--- src/rtl/cba_pkg.sv ---
package cba_pkg;

  // Build-time defaults
  localparam int unsigned MAX_CHUNKS_DEF = 16;
  localparam int unsigned SIZE_BITS_DEF  = 32;

  // Port and field widths
  localparam int unsigned IN_TDATA_W  = 80;
  localparam int unsigned OUT_TDATA_W = 120;
  localparam int unsigned CFG_INDEX_W = 1;
  localparam int unsigned CFG_DATA_W  = 32;
  localparam int unsigned MAXC_W      = 5;
  localparam int unsigned IDX_OUT_W   = 4;
  localparam int unsigned OFS_W       = 32;
  localparam int unsigned BUF_W       = 16;

  // Register map
  localparam logic [CFG_INDEX_W-1:0] REG_CHUNK_SIZE = 1'b0;
  localparam logic [CFG_INDEX_W-1:0] REG_MAX_CHUNKS = 1'b1;

  // Reset values of the registers
  localparam logic [OFS_W-1:0]  CHUNK_SIZE_RST = 32'd4096;
  localparam logic [MAXC_W-1:0] MAX_CHUNKS_RST = 5'd16;

  // Request kinds (in_tuser)
  localparam logic REQ_BEGIN_FRAME = 1'b1;

  typedef enum logic [1:0] {
    ST_IDLE,
    ST_SCAN,
    ST_ACT,
    ST_RESP
  } state_t;

  typedef struct packed {
    logic                 accepted;
    logic [IDX_OUT_W-1:0] chunk_index;
    logic [OFS_W-1:0]     src_offset;
    logic                 new_chunk;
    logic [BUF_W-1:0]     job_dest_buffer;
    logic [OFS_W-1:0]     job_dest_offset;
    logic [OFS_W-1:0]     job_size;
  } res_t;

  // Lowest field in the lowest bits, padded to whole bytes
  function automatic logic [OUT_TDATA_W-1:0] pack_res(input res_t r);
    return {2'b00, r.job_size, r.job_dest_offset, r.job_dest_buffer,
            r.new_chunk, r.src_offset, r.chunk_index, r.accepted};
  endfunction

endpackage

--- src/rtl/chunked_bump_allocator_top.sv ---
// Channel  Direction  Bits (lowest first)
// -------  ---------  ----------------------------------------------------------
// in_      slave      tuser: req_type | tdata: size, dest_buffer, dest_offset
// out_     master     tdata: accepted, chunk_index, src_offset, new_chunk,
//                            job_dest_buffer, job_dest_offset, job_size, 2 pad
// cfg_     write      index 0 chunk_size, index 1 max_chunks (wdata[4:0])
//
// One request at a time. Begin frame and rejected sizes go straight to the response
// state; others scan the live chunks in order (one RAM read per chunk visited) and,
// if none fits, try to activate a new chunk. in_ is ready again once the result
// register loads. Reset (rst_n low, synchronous) clears head valid bits, active
// count, FSM and out_tvalid, and reloads both cfg_ registers; capacities are never
// cleared. A stalled out_ side only holds the FSM in its response state; in_ is
// taken again while the last result still waits.
module chunked_bump_allocator_top #(
  parameter int unsigned MAX_CHUNKS = cba_pkg::MAX_CHUNKS_DEF,
  parameter int unsigned SIZE_BITS  = cba_pkg::SIZE_BITS_DEF
) (
  input  logic                               clk,
  input  logic                               rst_n,
  // req_type
  input  logic                               in_tuser,
  // size [31:0], dest_buffer [47:32], dest_offset [79:48]
  input  logic [cba_pkg::IN_TDATA_W-1:0]     in_tdata,
  input  logic                               in_tvalid,
  output logic                               in_tready,
  // accepted [0], chunk_index [4:1], src_offset [36:5], new_chunk [37],
  // job_dest_buffer [53:38], job_dest_offset [85:54], job_size [117:86]
  output logic [cba_pkg::OUT_TDATA_W-1:0]    out_tdata,
  output logic                               out_tvalid,
  input  logic                               out_tready,
  input  logic                               cfg_wr_en,
  input  logic [cba_pkg::CFG_INDEX_W-1:0]    cfg_index,
  input  logic [cba_pkg::CFG_DATA_W-1:0]     cfg_wdata
);

  import cba_pkg::*;

  localparam int CW  = (MAX_CHUNKS > 1) ? $clog2(MAX_CHUNKS) : 1;  // chunk index
  localparam int ACW = $clog2(MAX_CHUNKS + 1);                     // active count
  localparam int LW  = (ACW > MAXC_W) ? ACW : MAXC_W;              // limit compare
  localparam int XW  = (SIZE_BITS > OFS_W) ? SIZE_BITS : OFS_W;    // common size width
  localparam int IXW = (CW > IDX_OUT_W) ? CW : IDX_OUT_W;
  localparam int MW  = 2 * SIZE_BITS;                              // {capacity, head}

  // Configuration
  logic [OFS_W-1:0]  chunk_size_r;
  logic [MAXC_W-1:0] max_chunks_r;

  // Control
  state_t            state_r, state_nxt;
  logic [CW-1:0]     idx_r, idx_nxt;
  logic [ACW-1:0]    act_cnt_r, act_cnt_nxt;
  logic [MAX_CHUNKS-1:0] head_vld_r;

  // Request held for the scan
  logic [OFS_W-1:0]  req_size_r;
  logic [BUF_W-1:0]  req_buf_r;
  logic [OFS_W-1:0]  req_doff_r;

  // Result staging and output register
  res_t              res_r, res_nxt;
  res_t              out_res_r;
  logic              out_valid_r;

  // RAM
  logic              ram_we;
  logic [CW-1:0]     ram_waddr;
  logic [MW-1:0]     ram_wdata;
  logic [CW-1:0]     ram_raddr;
  logic [MW-1:0]     ram_rdata;

  // Datapath
  logic              in_fire;
  logic              in_begin;
  logic              in_bad;
  logic [XW-1:0]     size_in_x;
  logic [XW-1:0]     req_size_x;
  logic [SIZE_BITS-1:0] size_sb;
  logic [SIZE_BITS-1:0] cap_rd;
  logic [SIZE_BITS-1:0] head_rd;
  logic [SIZE_BITS-1:0] head_sum;
  logic              fits;
  logic [ACW-1:0]    idx_inc;
  logic              more;
  logic              can_act;
  logic [XW-1:0]     cs_x;
  logic [XW-1:0]     cap_max;
  logic [SIZE_BITS-1:0] cap_new;
  logic [XW-1:0]     src_x;
  logic [IXW-1:0]    idx_x;
  logic [IXW-1:0]    new_x;
  logic              resp_go;
  logic              vld_set;

  cba_ram #(
    .WIDTH (MW),
    .DEPTH (MAX_CHUNKS),
    .AW    (CW)
  ) u_chunk_ram (
    .clk     (clk),
    .wr_en   (ram_we),
    .wr_addr (ram_waddr),
    .wr_data (ram_wdata),
    .rd_addr (ram_raddr),
    .rd_data (ram_rdata)
  );

  assign in_fire   = in_tvalid && in_tready;
  assign in_begin  = (in_tuser == REQ_BEGIN_FRAME);
  assign size_in_x = XW'(in_tdata[31:0]);
  // zero size, or more bits than a head can hold
  assign in_bad    = (in_tdata[31:0] == '0) || ((size_in_x >> SIZE_BITS) != '0);

  assign req_size_x = XW'(req_size_r);
  assign size_sb    = req_size_x[SIZE_BITS-1:0];

  // a head whose valid bit is clear reads as zero (reset / frame begin)
  assign cap_rd   = ram_rdata[MW-1:SIZE_BITS];
  assign head_rd  = head_vld_r[idx_r] ? ram_rdata[SIZE_BITS-1:0] : '0;
  assign fits     = (head_rd <= cap_rd) && ((cap_rd - head_rd) >= size_sb);
  assign head_sum = head_rd + size_sb;

  assign idx_inc = ACW'(idx_r) + ACW'(1);
  assign more    = (idx_inc < act_cnt_r);
  assign can_act = (LW'(act_cnt_r) < LW'(max_chunks_r)) &&
                   (act_cnt_r < ACW'(MAX_CHUNKS));

  // new capacity: max(chunk_size, size), saturated to the head width
  assign cs_x    = XW'(chunk_size_r);
  assign cap_max = (cs_x > req_size_x) ? cs_x : req_size_x;
  assign cap_new = ((cap_max >> SIZE_BITS) != '0) ? '1 : cap_max[SIZE_BITS-1:0];

  assign src_x = XW'(head_rd);
  assign idx_x = IXW'(idx_r);
  assign new_x = IXW'(act_cnt_r[CW-1:0]);

  assign resp_go = !out_valid_r || out_tready;

  // Next state
  always_comb begin
    state_nxt = state_r;
    unique case (state_r)
      ST_IDLE: begin
        if (in_fire) begin
          if (in_begin || in_bad) begin
            state_nxt = ST_RESP;
          end else if (act_cnt_r == '0) begin
            state_nxt = ST_ACT;
          end else begin
            state_nxt = ST_SCAN;
          end
        end
      end
      ST_SCAN: begin
        if (fits) begin
          state_nxt = ST_RESP;
        end else if (!more) begin
          state_nxt = ST_ACT;
        end
      end
      ST_ACT:  state_nxt = ST_RESP;
      ST_RESP: begin
        if (resp_go) begin
          state_nxt = ST_IDLE;
        end
      end
      default: state_nxt = ST_IDLE;
    endcase
  end

  // Outputs of the FSM
  always_comb begin
    in_tready   = 1'b0;
    ram_we      = 1'b0;
    ram_waddr   = idx_r;
    ram_wdata   = {cap_rd, head_sum};
    ram_raddr   = '0;
    vld_set     = 1'b0;
    idx_nxt     = idx_r;
    act_cnt_nxt = act_cnt_r;
    res_nxt     = res_r;
    unique case (state_r)
      ST_IDLE: begin
        in_tready = 1'b1;
        ram_raddr = '0;
        idx_nxt   = '0;
        res_nxt   = '0;
        res_nxt.accepted = in_begin;
      end
      ST_SCAN: begin
        ram_raddr = idx_inc[CW-1:0];
        if (fits) begin
          ram_we                  = 1'b1;
          vld_set                 = 1'b1;
          res_nxt.accepted        = 1'b1;
          res_nxt.chunk_index     = idx_x[IDX_OUT_W-1:0];
          res_nxt.src_offset      = src_x[OFS_W-1:0];
          res_nxt.new_chunk       = 1'b0;
          res_nxt.job_dest_buffer = req_buf_r;
          res_nxt.job_dest_offset = req_doff_r;
          res_nxt.job_size        = req_size_r;
        end else if (more) begin
          idx_nxt = idx_inc[CW-1:0];
        end
      end
      ST_ACT: begin
        ram_waddr = act_cnt_r[CW-1:0];
        ram_wdata = {cap_new, size_sb};
        res_nxt   = '0;
        if (can_act) begin
          ram_we                  = 1'b1;
          vld_set                 = 1'b1;
          act_cnt_nxt             = act_cnt_r + ACW'(1);
          res_nxt.accepted        = 1'b1;
          res_nxt.chunk_index     = new_x[IDX_OUT_W-1:0];
          res_nxt.new_chunk       = 1'b1;
          res_nxt.job_dest_buffer = req_buf_r;
          res_nxt.job_dest_offset = req_doff_r;
          res_nxt.job_size        = req_size_r;
        end
      end
      ST_RESP: ;
      default: ;
    endcase
  end

  // Control registers
  always_ff @(posedge clk) begin
    if (!rst_n) begin
      state_r      <= ST_IDLE;
      idx_r        <= '0;
      act_cnt_r    <= '0;
      head_vld_r   <= '0;
      out_valid_r  <= 1'b0;
      chunk_size_r <= CHUNK_SIZE_RST;
      max_chunks_r <= MAX_CHUNKS_RST;
    end else begin
      state_r   <= state_nxt;
      idx_r     <= idx_nxt;
      act_cnt_r <= act_cnt_nxt;

      // frame begin drops every head back to zero
      if (in_fire && in_begin) begin
        head_vld_r <= '0;
      end else if (vld_set) begin
        head_vld_r[ram_waddr] <= 1'b1;
      end

      if (state_r == ST_RESP && resp_go) begin
        out_valid_r <= 1'b1;
      end else if (out_tready) begin
        out_valid_r <= 1'b0;
      end

      if (cfg_wr_en) begin
        unique case (cfg_index)
          REG_CHUNK_SIZE: chunk_size_r <= cfg_wdata;
          REG_MAX_CHUNKS: max_chunks_r <= cfg_wdata[MAXC_W-1:0];
        endcase
      end
    end
  end

  // Payload registers
  always_ff @(posedge clk) begin
    res_r <= res_nxt;
    if (in_fire) begin
      req_size_r <= in_tdata[31:0];
      req_buf_r  <= in_tdata[47:32];
      req_doff_r <= in_tdata[79:48];
    end
    if (state_r == ST_RESP && resp_go) begin
      out_res_r <= res_r;
    end
  end

  assign out_tvalid = out_valid_r;
  assign out_tdata  = pack_res(out_res_r);

endmodule

--- src/rtl/cba_ram.sv ---
module cba_ram #(
  parameter int unsigned WIDTH = 64,
  parameter int unsigned DEPTH = 16,
  parameter int unsigned AW    = (DEPTH > 1) ? $clog2(DEPTH) : 1
) (
  input  logic             clk,
  input  logic             wr_en,
  input  logic [AW-1:0]    wr_addr,
  input  logic [WIDTH-1:0] wr_data,
  input  logic [AW-1:0]    rd_addr,
  output logic [WIDTH-1:0] rd_data
);

  logic [WIDTH-1:0] mem [DEPTH];

  always_ff @(posedge clk) begin
    if (wr_en) begin
      mem[wr_addr] <= wr_data;
    end
    rd_data <= mem[rd_addr];
  end

endmodule

--- config.mk ---
export PLATFORM = sky130hd
export DESIGN_NAME = chunked_bump_allocator_top
export DESIGN_NICKNAME = d
export VERILOG_FILES = /design/src/rtl/cba_pkg.sv /design/src/rtl/chunked_bump_allocator_top.sv /design/src/rtl/cba_ram.sv
export SDC_FILE = /design/constraint.sdc
export NUM_CORES = 2
export LEC_CHECK = 0
export BUFFER_PORTS_ARGS = -buffer_cell sky130_fd_sc_hd__buf_2
export CORE_UTILIZATION = 35
export DETAILED_ROUTE_END_ITERATION = 8
export SLEW_MARGIN = 20
export SYNTH_ARGS = -nofsm -noshare
export SYNTH_HDL_FRONTEND = slang
export SYNTH_SLANG_ARGS = --single-unit
export TNS_END_PERCENT = 100
--- constraint.sdc ---
create_clock -name clk -period 14.6 [get_ports clk]
set_clock_uncertainty 0.2 [all_clocks]
set_input_delay 1.46 -clock clk [delete_from_list [all_inputs] [get_ports clk]]
set_output_delay 1.46 -clock clk [all_outputs]
set_load 0.02 [all_outputs]
==> qor.yml <==
layout:
  area_growth_pct: 15.0
  final_nets: 5029
  drive_above_1_share_pct: 13.1
routing:
  viasPerCell: 5.35
  drtAntennaViolNets: 0
  dr_total_vias: 38500
  drtIter0Drc: 3642
  drc: 0
  dr.pass1.iters: 6
  wl_per_cell_microns: 23.6
  wl_mm: 170
critical_path:
  cp.arrival_ns: 9.59
  worstPathRequired_ns: 14.79
  worst-path-max-fanout: 62
  cp_slowest_cell: "buf_4"
  critPathTopFamily: "compound AO/OA/AOI/OAI gates"
  crit_buf_inv: 4
  path_class: "flip-flop to flip-flop"
  critPathLaunchType: "flip-flop"
  cpMostUsedCell: "buf_4"
  max_stage_delay_ns: 0.91
  end_kind: "flip-flop"
clock_tree:
  root_buffer: "clkbuf_16"
  cts_made_buffers: 154
  clk_pin_slew_ns: 0.06
  postCtsSetupBuffers: 0
  ctsResizeCount: 0
  insertion_delay_ns: 0.80
  clock-sinks: 1469
  cts_tree: "done"
  clockBufferDepth: 3
  hold_buffers: 0
  htreeDepth: 4
synthesis:
  yosys-top-cells-count: "edfxtp_1 (1340), nand2_1 (700), a211oi_1 (328)"
  synth_area_leaders: "edfxtp_1 (66%), nand2_1 (4.3%), dfxtp_1 (4.2%)"
  synth-async-reset-ratio_pct: 0
  syn_area_per_cell_sq_um: 13.4
  ys_ff_latch: 1469
  post-synth-top-count-cell: "edfxtp_1"
  synth.top_cell.area_share_pct: 66.0
  synth_edf_count: 1340
  synth_cell_type_count: 76
  synthFlopType: "edfxtp_1"
  syn_inst: 4550
  synth_top_cell_by_area: "edfxtp_1"
  synth_area_sq_um: 60900
  synth-seq-area-share_pct: 70.3
  yosys_warnings: 0
power_and_ir_drop:
  leakagePower_nw: 24.0
  p_per_area_nw_per_um2: 184
  power_frac_comb_pct: 24.7
  p_seq_share_pct: 45.6
  intPower_mw: 8.74
  clkPwrFrac_pct: 29.7
  p_sw_share_pct: 32.2
  switchingPower_mw: 4.14
  vdd_drop_max_mv: 0.0956
grt:
  grt_usage_pct: 19.0
  grt_pass1_vias: 36900
  grt_pass1_wl_mm: 248
  grt_max_degree: 199
  overflow: 0
  grt_antenna_before_repair: 11
placement:
  gp_congestion: 0.976
  place_ws_ns: 5.16
  portBuffers: 238
  dp_hpwl_mm: 106
floorplan:
  start_util_pct: 35.4
  rows: 152
  core_area_sq_um: 172000
  fp.dieW_microns: 419
  dieArea_sq_um: 176000
  boundaryPins: 241
  die_height_microns: 419
sta:
  layout_min_cycle_time_ns: 9.39
  slew_headroom_pct: 19.7
  finalSetupTns_ns: 0
  setup_viol: 0
  post-route-period-util_pct: 64.3
  max_slew.worst_pin.slew_ns: 1.20
  max_freq_mhz: 106
  layout_setup_ws_ns: 5.21
  rsz0062_at_grt: "false"
  finalMaxSlewViolations: 0
  hold_viol: 0
  whs_ns: 0.214
hold_path:
  hold_class: "flip-flop to flip-flop"
outcome:
  outcome: "finished, final reports clean"
job:
  drv_cap: 0
through the flow:
| step | std cells | area, sq um | utilization, % | power [mW] |
|---|---|---|---|---|
| floorplan | 4551 | 60900 | - | 7.74 |
| global placement | 6917 | 65000 | 37.7 | 9.07 |
| detailed placement | 6917 | 65000 | 37.7 | 9.09 |
| CTS | 7202 | 70000 | 40.6 | 12.9 |
| global route | 7202 | 70100 | 40.7 | 13.4 |
| finish | 7205 | 70100 | 40.7 | 12.9 |
power groups by stage:
stage                     combinational [mW]  clock, mW  sequential [mW]
after floorplan                         1.82          0             5.93
after global placement                  3.11          0             5.96
after detailed placement                3.13          0             5.96
after CTS                               3.15       3.89             5.88
after global routing                    3.46       4.05             5.90
final                                   3.19       3.83             5.88
cell families (layout without fill, tap and decap cells):
family                   Yosys count  after routing  share of synthesized area (%)
AND/OR/NAND/NOR                 1359           1359                           10.5
AO/OA/AOI/OAI                   1132           1132                           12.6
other                              1              5                        0.00615
XOR/XNOR                          47             47                          0.676
multiplexers                      11             11                          0.267
flip-flops                      1469           1469                           70.3
adder cells (fa/ha/maj)          147            147                           3.04
buffers and inverters            384            725                           2.64
metal layers:
metal	global-route usage [%]	vias to the layer above	part of all wire (%)
met5	0	-	0.023
met4	8.07	6	4.3
met3	3.55	291	7.4
met2	29.8	1393	46
met1	25.7	19100	43
li1	-	17700	-
cell type report:
class	instances	area, sq um
clock buffers	212	4310
diodes	3	7.51
well taps	2310	2890
clock inverters	73	649
repair buffers	347	2100
multi-input cells	2698	16900
flip-flops and latches	1469	42800
fillers	15900	102000
inverters	93	349
layout by cell type (no fill, tap or decap), drive strengths merged, types with 118 or more instances in the layout:
cell and n:
a211oi 329, a21oi 244, a311oi 131, a31oi 175
buf 347, clkbuf 212, dfxtp 129, edfxtp 1340
ha 145, nand2 700, nor2 118, nor2b 275
registers in the layout, indices dropped and copies added (netlist names):
| signal | cells |
|---|---|
| idx_r | 4 |
| max_chunks_r | 5 |
| chunk_size_r | 32 |
| req_doff_r | 32 |
| res_r | 118 |
| u_chunk_ram.mem | 1024 |
| state_r | 2 |
| u_chunk_ram.rd_data | 64 |
| out_tdata | 118 |
| head_vld_r | 16 |
| act_cnt_r | 5 |
| req_size_r | 32 |
| req_buf_r | 16 |
| out_tvalid | 1 |
worst paths after layout:
path              cells after the start                     to  slack, ns       from
setup / recovery                     27  u_chunk_ram.mem[9][9]       5.21   idx_r[0]
hold / removal                        0          out_tdata[85]       0.21  res_r[63]
setup reg to reg                     27  u_chunk_ram.mem[9][9]       5.21   idx_r[0]
hold reg to reg                       0          out_tdata[85]       0.21  res_r[63]
Power figures use the tool's default switching activity.
